$ cat src/hw/rtl/preemptive_priority_scheduler_macros.svh
// assertion macros for the scheduler
`ifndef PREEMPTIVE_PRIORITY_SCHEDULER_MACROS_SVH
`define PREEMPTIVE_PRIORITY_SCHEDULER_MACROS_SVH

`ifndef NO_ASSERTIONS

// same-cycle implication
`define PPS_ASSERT_NOW(label, clk, rst_n, cond, expr, msg) \
    label: assert property (@(posedge clk) disable iff (!rst_n) (cond) |-> (expr)) \
        else $error(msg);

// next-cycle implication
`define PPS_ASSERT_NEXT(label, clk, rst_n, cond, expr, msg) \
    label: assert property (@(posedge clk) disable iff (!rst_n) (cond) |=> (expr)) \
        else $error(msg);

`else

`define PPS_ASSERT_NOW(label, clk, rst_n, cond, expr, msg)
`define PPS_ASSERT_NEXT(label, clk, rst_n, cond, expr, msg)

`endif

`endif

$ cat src/hw/rtl/pps_pkg.sv
package pps_pkg;

    localparam int TICK_W = 20;
    localparam logic [TICK_W-1:0] TICK_MAX = 20'hFFFFF;
    localparam int FIN_W = 5;
    localparam logic [FIN_W-1:0] FIN_MAX = 5'd31;

    typedef enum logic {
        CMD_LOAD = 1'b0,
        CMD_TICK = 1'b1
    } cmd_t;

    typedef enum logic [1:0] {
        ST_IDLE,
        ST_SCAN,
        ST_UPDATE,
        ST_EMIT
    } state_t;

    // one table row as stored in the slot memory
    typedef struct packed {
        logic [15:0] arrival;
        logic [15:0] burst;
        logic [7:0]  prio;
        logic [15:0] remaining;
    } slot_entry_t;

    // controls from the sequencer to the picker
    typedef struct packed {
        logic clear;
        logic eval;
    } pick_ctl_t;

endpackage

$ cat src/hw/rtl/preemptive_priority_scheduler.sv
// channel  | handshake            | payload
// ---------+----------------------+-------------------------------------------
// in       | in_valid / in_stall  | command, slot, arrival_tick, burst_ticks,
//          |                      | priority_level
// out      | out_valid / out_stall| running_slot, idle, finished,
//          |                      | completion_tick, waiting_ticks,
//          |                      | turnaround_ticks, all_done
// cfg      | cfg_wr_en            | cfg_wr_data (process_count)
//
// a load item gives no result and does not stall the input
// a tick item stalls the input while it runs, n = slots in use:
// n memory reads, one per cycle, then judge the last read, leave scan, update, emit
// reset clears control, tick, finished count, process count and loaded bits, not the slot memory
// a held result sits in the output register; loads and the next scan go on,
// only the result hand-off of a later tick waits for out_stall to drop
module preemptive_priority_scheduler #(
    parameter int MAX_SLOTS = 16
) (
    input  logic        clk,
    input  logic        rst_n,
    // configuration
    input  logic        cfg_wr_en,
    input  logic [4:0]  cfg_wr_data,
    // input items
    input  logic        in_valid,
    output logic        in_stall,
    input  logic        command,
    input  logic [3:0]  slot,
    input  logic [15:0] arrival_tick,
    input  logic [15:0] burst_ticks,
    input  logic [7:0]  priority_level,
    // result items
    output logic        out_valid,
    input  logic        out_stall,
    output logic [3:0]  running_slot,
    output logic        idle,
    output logic        finished,
    output logic [19:0] completion_tick,
    output logic [19:0] waiting_ticks,
    output logic [19:0] turnaround_ticks,
    output logic        all_done
);

    import pps_pkg::*;

    `include "preemptive_priority_scheduler_macros.svh"

    localparam int SLOT_W = $clog2(MAX_SLOTS);
    localparam int NUM_W  = $clog2(MAX_SLOTS + 1);
    // wide enough for the slot count and the 5-bit register
    localparam int CNT_W  = (NUM_W > FIN_W) ? NUM_W : FIN_W;
    localparam int ENT_W  = $bits(slot_entry_t);

    // control state
    state_t                state_reg, state_next;
    logic [CNT_W-1:0]      idx_reg, idx_next;
    logic                  pend_reg, pend_next;
    logic [SLOT_W-1:0]     pend_idx_reg;
    logic [MAX_SLOTS-1:0]  loaded_reg, loaded_next;
    logic [TICK_W-1:0]     tick_reg, tick_next;
    logic [FIN_W-1:0]      fin_reg, fin_next;
    logic [4:0]            count_reg;
    logic                  out_valid_reg, out_valid_next;

    // per-tick working values
    logic                  done_reg;
    logic [TICK_W-1:0]     comp_reg;
    logic [TICK_W-1:0]     turn_reg;

    // output payload
    logic [3:0]            o_slot_reg;
    logic                  o_idle_reg;
    logic                  o_fin_reg;
    logic [TICK_W-1:0]     o_comp_reg;
    logic [TICK_W-1:0]     o_wait_reg;
    logic [TICK_W-1:0]     o_turn_reg;
    logic                  o_all_reg;

    // memory port
    logic                  ram_we;
    logic [SLOT_W-1:0]     ram_waddr;
    slot_entry_t           ram_wdata;
    logic                  ram_re;
    slot_entry_t           ram_rdata;
    logic [ENT_W-1:0]      ram_rdata_bits;

    // picker
    pick_ctl_t             pick_ctl;
    logic                  pick_found;
    logic [SLOT_W-1:0]     pick_idx;
    slot_entry_t           pick_best;

    logic                  in_accept;
    logic                  load_hit;
    logic [CNT_W-1:0]      num_slots;
    logic [TICK_W-1:0]     comp_calc;
    logic [TICK_W-1:0]     arr_ext;
    logic [TICK_W-1:0]     burst_ext;
    logic [TICK_W-1:0]     wait_calc;
    logic                  emit_go;

    assign in_accept = in_valid && !in_stall;
    assign in_stall  = (state_reg != ST_IDLE);

    // process_count above the table size acts as the table size
    assign num_slots = (CNT_W'(count_reg) > CNT_W'(MAX_SLOTS)) ?
                       CNT_W'(MAX_SLOTS) : CNT_W'(count_reg);

    // loads to a slot beyond the table are dropped
    assign load_hit = in_accept && (cmd_t'(command) == CMD_LOAD)
                   && (CNT_W'(slot) < CNT_W'(MAX_SLOTS));

    // saturating completion and zero-floored waiting time of the picked slot
    assign arr_ext   = TICK_W'(pick_best.arrival);
    assign burst_ext = TICK_W'(pick_best.burst);
    assign comp_calc = (tick_reg == TICK_MAX) ? TICK_MAX : tick_reg + 1'b1;
    assign wait_calc = (turn_reg > burst_ext) ? turn_reg - burst_ext : '0;

    assign emit_go = (state_reg == ST_EMIT) && (!out_valid_reg || !out_stall);

    // slot memory: loads write in idle, the winner writes back in update and
    // reads happen only during scan, so no access pair can overlap
    always_comb
    begin
        ram_we    = 1'b0;
        ram_waddr = SLOT_W'(slot);
        ram_wdata = '{arrival: arrival_tick, burst: burst_ticks,
                      prio: priority_level, remaining: burst_ticks};
        if (load_hit)
        begin
            ram_we = 1'b1;
        end
        else if ((state_reg == ST_UPDATE) && pick_found)
        begin
            ram_we              = 1'b1;
            ram_waddr           = pick_idx;
            ram_wdata           = pick_best;
            ram_wdata.remaining = pick_best.remaining - 16'd1;
        end
    end

    assign ram_re = (state_reg == ST_SCAN) && (idx_reg < num_slots);

    pps_ram #(
        .WIDTH (ENT_W),
        .DEPTH (MAX_SLOTS)
    ) u_slot_ram (
        .clk   (clk),
        .we    (ram_we),
        .waddr (ram_waddr),
        .wdata (ram_wdata),
        .re    (ram_re),
        .raddr (idx_reg[SLOT_W-1:0]),
        .rdata (ram_rdata_bits)
    );

    assign ram_rdata = slot_entry_t'(ram_rdata_bits);

    assign pick_ctl = '{clear: in_accept && (cmd_t'(command) == CMD_TICK),
                        eval:  (state_reg == ST_SCAN) && pend_reg};

    pps_picker #(
        .SLOT_W (SLOT_W)
    ) u_picker (
        .clk         (clk),
        .rst_n       (rst_n),
        .ctl         (pick_ctl),
        .cand_idx    (pend_idx_reg),
        .cand        (ram_rdata),
        .cand_loaded (loaded_reg[pend_idx_reg]),
        .now_tick    (tick_reg),
        .found       (pick_found),
        .best_idx    (pick_idx),
        .best        (pick_best)
    );

    // sequencer: next state and control
    always_comb
    begin
        state_next     = state_reg;
        idx_next       = idx_reg;
        pend_next      = 1'b0;
        loaded_next    = loaded_reg;
        tick_next      = tick_reg;
        fin_next       = fin_reg;
        out_valid_next = out_valid_reg && out_stall;

        if (load_hit)
        begin
            loaded_next[SLOT_W'(slot)] = 1'b1;
        end

        unique case (state_reg)
            ST_IDLE:
            begin
                if (in_accept && (cmd_t'(command) == CMD_TICK))
                begin
                    idx_next   = '0;
                    state_next = ST_SCAN;
                end
            end
            ST_SCAN:
            begin
                // one read issued per cycle, its data evaluated the next
                if (ram_re)
                begin
                    idx_next  = idx_reg + 1'b1;
                    pend_next = 1'b1;
                end
                else if (!pend_reg)
                begin
                    state_next = ST_UPDATE;
                end
            end
            ST_UPDATE:
            begin
                if (pick_found && (pick_best.remaining == 16'd1)
                    && (fin_reg != FIN_MAX))
                begin
                    fin_next = fin_reg + 1'b1;
                end
                if (tick_reg != TICK_MAX)
                begin
                    tick_next = tick_reg + 1'b1;
                end
                state_next = ST_EMIT;
            end
            ST_EMIT:
            begin
                if (emit_go)
                begin
                    out_valid_next = 1'b1;
                    state_next     = ST_IDLE;
                end
            end
            default:
            begin
                state_next = ST_IDLE;
            end
        endcase
    end

    always_ff @(posedge clk or negedge rst_n)
    begin
        if (!rst_n)
        begin
            state_reg     <= ST_IDLE;
            idx_reg       <= '0;
            pend_reg      <= 1'b0;
            loaded_reg    <= '0;
            tick_reg      <= '0;
            fin_reg       <= '0;
            count_reg     <= '0;
            out_valid_reg <= 1'b0;
        end
        else
        begin
            state_reg     <= state_next;
            idx_reg       <= idx_next;
            pend_reg      <= pend_next;
            loaded_reg    <= loaded_next;
            tick_reg      <= tick_next;
            fin_reg       <= fin_next;
            out_valid_reg <= out_valid_next;
            if (cfg_wr_en)
            begin
                count_reg <= cfg_wr_data;
            end
        end
    end

    // payload registers
    always_ff @(posedge clk)
    begin
        if (ram_re)
        begin
            pend_idx_reg <= idx_reg[SLOT_W-1:0];
        end
        if (state_reg == ST_UPDATE)
        begin
            // times read zero unless the slot finished on this tick
            done_reg <= pick_found && (pick_best.remaining == 16'd1);
            if (pick_found && (pick_best.remaining == 16'd1))
            begin
                comp_reg <= comp_calc;
                turn_reg <= (comp_calc > arr_ext) ? comp_calc - arr_ext : '0;
            end
            else
            begin
                comp_reg <= '0;
                turn_reg <= '0;
            end
        end
        if (emit_go)
        begin
            o_slot_reg <= pick_found ? 4'(pick_idx) : 4'd0;
            o_idle_reg <= !pick_found;
            o_fin_reg  <= done_reg;
            o_comp_reg <= comp_reg;
            o_turn_reg <= turn_reg;
            o_wait_reg <= wait_calc;
            o_all_reg  <= (CNT_W'(fin_reg) >= num_slots);
        end
    end

    assign out_valid        = out_valid_reg;
    assign running_slot     = o_slot_reg;
    assign idle             = o_idle_reg;
    assign finished         = o_fin_reg;
    assign completion_tick  = o_comp_reg;
    assign waiting_ticks    = o_wait_reg;
    assign turnaround_ticks = o_turn_reg;
    assign all_done         = o_all_reg;

    // the slot memory is never written while the scan reads it
    `PPS_ASSERT_NOW(a_no_write_in_scan, clk, rst_n, state_reg == ST_SCAN, !ram_we, "write during scan")
    // a tick item always starts a scan
    `PPS_ASSERT_NEXT(a_tick_scans, clk, rst_n, in_accept && command, state_reg == ST_SCAN, "tick did not scan")
    // a finished result names a running slot and has consistent times
    `PPS_ASSERT_NOW(a_fin_sane, clk, rst_n, out_valid && finished, !idle && (turnaround_ticks >= waiting_ticks), "bad finished result")
    // time never runs backward
    `PPS_ASSERT_NEXT(a_tick_mono, clk, rst_n, 1'b1, tick_reg >= $past(tick_reg), "tick went backward")

endmodule

$ cat src/hw/rtl/pps_ram.sv
module pps_ram #(
    parameter int WIDTH = 8,
    parameter int DEPTH = 16
) (
    input  logic                     clk,
    input  logic                     we,
    input  logic [$clog2(DEPTH)-1:0] waddr,
    input  logic [WIDTH-1:0]         wdata,
    input  logic                     re,
    input  logic [$clog2(DEPTH)-1:0] raddr,
    output logic [WIDTH-1:0]         rdata
);

    logic [WIDTH-1:0] mem [DEPTH];
    logic [WIDTH-1:0] rdata_reg;

    always_ff @(posedge clk)
    begin
        if (we)
        begin
            mem[waddr] <= wdata;
        end
        if (re)
        begin
            rdata_reg <= mem[raddr];
        end
    end

    assign rdata = rdata_reg;

endmodule

$ cat src/hw/rtl/pps_picker.sv
module pps_picker #(
    parameter int SLOT_W = 4
) (
    input  logic                            clk,
    input  logic                            rst_n,
    input  pps_pkg::pick_ctl_t              ctl,
    input  logic [SLOT_W-1:0]               cand_idx,
    input  pps_pkg::slot_entry_t            cand,
    input  logic                            cand_loaded,
    input  logic [pps_pkg::TICK_W-1:0]      now_tick,
    output logic                            found,
    output logic [SLOT_W-1:0]               best_idx,
    output pps_pkg::slot_entry_t            best
);

    import pps_pkg::*;

    logic        found_reg;
    logic        found_next;
    logic [SLOT_W-1:0] best_idx_reg;
    slot_entry_t best_reg;
    logic        ready;
    logic        take;

    // ready: loaded, work left, arrived by now
    assign ready = cand_loaded && (cand.remaining != 16'd0)
                && (TICK_W'(cand.arrival) <= now_tick);
    // strictly higher priority replaces, so the lowest index keeps a tie
    assign take = ctl.eval && ready && (!found_reg || (cand.prio > best_reg.prio));

    always_comb
    begin
        found_next = found_reg;
        if (ctl.clear)
        begin
            found_next = 1'b0;
        end
        else if (take)
        begin
            found_next = 1'b1;
        end
    end

    always_ff @(posedge clk or negedge rst_n)
    begin
        if (!rst_n)
        begin
            found_reg <= 1'b0;
        end
        else
        begin
            found_reg <= found_next;
        end
    end

    always_ff @(posedge clk)
    begin
        if (take)
        begin
            best_idx_reg <= cand_idx;
            best_reg     <= cand;
        end
    end

    assign found    = found_reg;
    assign best_idx = best_idx_reg;
    assign best     = best_reg;

endmodule
$ cat config.mk
export PLATFORM = sky130hd
export DESIGN_NAME = preemptive_priority_scheduler
export DESIGN_NICKNAME = d
export VERILOG_FILES = /design/src/hw/rtl/pps_pkg.sv /design/src/hw/rtl/preemptive_priority_scheduler.sv /design/src/hw/rtl/pps_ram.sv /design/src/hw/rtl/pps_picker.sv
export VERILOG_INCLUDE_DIRS = /design/src /design/src/hw/rtl
export SDC_FILE = /design/constraint.sdc
export NUM_CORES = 1
export LEC_CHECK = 0
export BUFFER_PORTS_ARGS = -buffer_cell sky130_fd_sc_hd__buf_2
export CAP_MARGIN = 20
export CORE_ASPECT_RATIO = 1.4
export CORE_MARGIN = 8
export CORE_UTILIZATION = 56
export DETAILED_ROUTE_END_ITERATION = 12
export PLACE_DENSITY = 0.79
export RECOVER_POWER = 25
export SETUP_SLACK_MARGIN = 0.4
export SYNTH_ARGS = -nofsm -noshare
export SYNTH_HDL_FRONTEND = slang
export SYNTH_SLANG_ARGS = --single-unit
$ cat constraint.sdc
create_clock -name clk -period 7.1 [get_ports clk]
set_input_delay 1.42 -clock clk [delete_from_list [all_inputs] [get_ports clk]]
set_output_delay 1.42 -clock clk [all_outputs]
set_load 0.02 [all_outputs]
==> results.cfg <==
[status]
status = finished with violations
violations = max-capacitance violations, max-slew violations

[die]
row_count = 126
pin_count = 124
dieArea_um2 = 94000
die_y_um = 359
core-area_um2 = 83900
die_x_um = 261
start_util_pct = 56.3

[clock_tree]
cts_tree = yes
ctsHoldBuffers = 0
cts_buffers = 100
ctsRootBufferMaster = clkbuf_16
cts_max_level = 3
clock-sinks = 1180
postCtsSetupRepairBufs = 0
insertion_delay_ns = 0.69
post_cts_resized = 0
clockBufferDepth = 3
clk_pin_slew_ns = 0.06

[synthesis]
synth_commonest_cells = edfxtp_1, mux4_2, nand2_1
netlist_area_um2 = 47200
ys_types = 66
synthMostInstantiatedCell = edfxtp_1
ys_async_sr_fraction_pct = 4.75
yosysWarnings = 0
synthCells = 2396
synth_edf_count = 1124
synth-seq-area-share_pct = 74.5
synth_top_cell_area_share_pct = 71.5
syn_nets = 2529
ys_ff_latch = 1180
synth_area_leaders = edfxtp_1, mux4_2, dfrtp_1
ys.flop_type = edfxtp_1
synth.avg_cell_area_um2 = 19.7
yosysTopAreaCell = edfxtp_1

[flow_run]
maxCapViolations = 5

[cells_and_area]
fin_cells = 3794
stdcell_area_um2 = 53000
drive_above_1_share_pct = 22.5
largest_reg_flops = 896
synthToLayoutAreaGrowth_pct = 12.2
nNetsFinal = 2756

[sta]
maxSlewViolCount = 321
period_minus_slack_ns = 5.48
fin_tns_setup_ns = 0
hold_violations = 0
timing.fmax_mhz = 183
worstMarginPinSlew_ns = 3.72
fin_crit_sh_pct = 77.1
max_slew_margin_pct = -148
rsz0062_at_grt = false
whs_ns = 0.418
finClkSkew_ns = 0.0378
setup_viol = 0

[grt]
grt_pass1_wl_um = 173000
track_usage_pct = 25.4
grt_max_degree = 94
grt_pass1_vias = 25800
antenna_found_initial = 4
overflow = 0

[placement]
dp_hpwl_um = 71000
gp_congestion = 0.920
numPortBuffers = 123
postPlaceCellArea_um2 = 49700
post-place-cells = 3602

[routing]
drc_errors = 0
dr.pass1.iters = 9
ant_nets = 0
drt_wl_total_um = 122000
first_iter_violations = 3014
vias = 25000
wl_per_cell_um = 32.1
viasPerCell = 6.58

[worst_setup_path]
path_max_fanout = 64
reg2reg_depth = 4
cp_slowest_cell = dfrtp_1
critPathLaunchType = register
path_class = reg2reg
cp_data_arrival_time_ns = 5.86
cp-end-kind = register
max_stage_delay_ns = 2.30
required_ns = 7.48
crit_chain = buf_4 -> buf_4 -> mux4_2 -> mux4_2

[power_and_ir_drop]
p_per_area_nw_per_um2 = 344
p_leak_nw = 17.3
p_total_w = 0.0182
ir_drop_mv = 0.207

[min_path]
hold_path.class = reg2reg
whs_path_depth = 0
==> final timing paths <==
check | slack, ns | startpoint | to
max | 1.62 | idx_reg[1]$_DFFE_PN0P_ | u_slot_ram.rdata[31]$_DFFE_PP_
min | 0.42 | comp_reg[11]$_SDFFCE_PN0P_ | completion_tick[11]$_DFFE_PP_
max reg2reg | 1.62 | idx_reg[1]$_DFFE_PN0P_ | u_slot_ram.rdata[31]$_DFFE_PP_
min reg2reg | 0.42 | comp_reg[11]$_SDFFCE_PN0P_ | completion_tick[11]$_DFFE_PP_
max in group asynchronous | 3.42 | rst_n | tick_reg[16]$_DFFE_PN0P_
min in group asynchronous | 1.88 | rst_n | out_valid$_DFF_PN0_
==> layout by cell type, fill, tap and decap left out, types with 56 or more instances in the layout <==
cell type  count
buf_2         62
buf_4         66
clkbuf_1     100
clkbuf_16    101
dfrtp_1       56
edfxtp_1    1124
ha_1          76
inv_1         83
mux4_2       285
nand2_1      112
nor2_1        63
o21ai_0       61
==> layer usage <==
layer,global-route usage (%),wire length [um]
met1,29.9,40700
met2,44.8,64100
met3,4.47,10600
met4,11.7,6170
met5,0,13
==> area by class of cell <==
cell class | count | area [um2]
clock inverter | 63 | 729
sequential | 1180 | 35200
antenna | 4 | 10.0
clock buffer | 118 | 2630
timing repair buffer | 222 | 1270
fill | 5429 | 30900
tap | 1088 | 1360
multi-input combinational | 1036 | 11500
inverter | 83 | 312
==> logic make-up (layout without fill, tap and decap cells) <==
group | after synthesis | after routing | share of synthesized area (%)
adders and majority gates | 78 | 78 | 2.10
other | 0 | 4 | 0
xor gates and xnor gates | 66 | 66 | 1.22
AOI/OAI and AO/OA | 237 | 237 | 3.15
muxes | 297 | 297 | 13.9
buffers and inverters | 180 | 486 | 1.47
DFF | 1180 | 1180 | 74.5
and+or+nand+nor | 358 | 358 | 3.69
==> critical path, delay by kind of cell (launching register included) <==
kind	cells	cell delay, ns
DFF	1	2.30
buffers and inverters	2	1.78
muxes	2	0.98
==> power by group <==
part           switching [W]  internal [W]  leakage (nW)
Clock                0.00256       0.00311          1.60
Combinational        0.00209       0.00168          4.73
Sequential          0.000415       0.00836          10.9
==> through the flow <==
| stage | setup WS [ns] | utilization (%) |
|---|---|---|
| after floorplan | 0.475 | - |
| after global placement | 2.42 | 59.1 |
| after detailed placement | 2.35 | 59.2 |
| after CTS | 2.61 | 63.2 |
| after global routing | 1.45 | 63.1 |
| final | 1.62 | 63.2 |
Note: power is estimated with default switching activity, not from simulation.
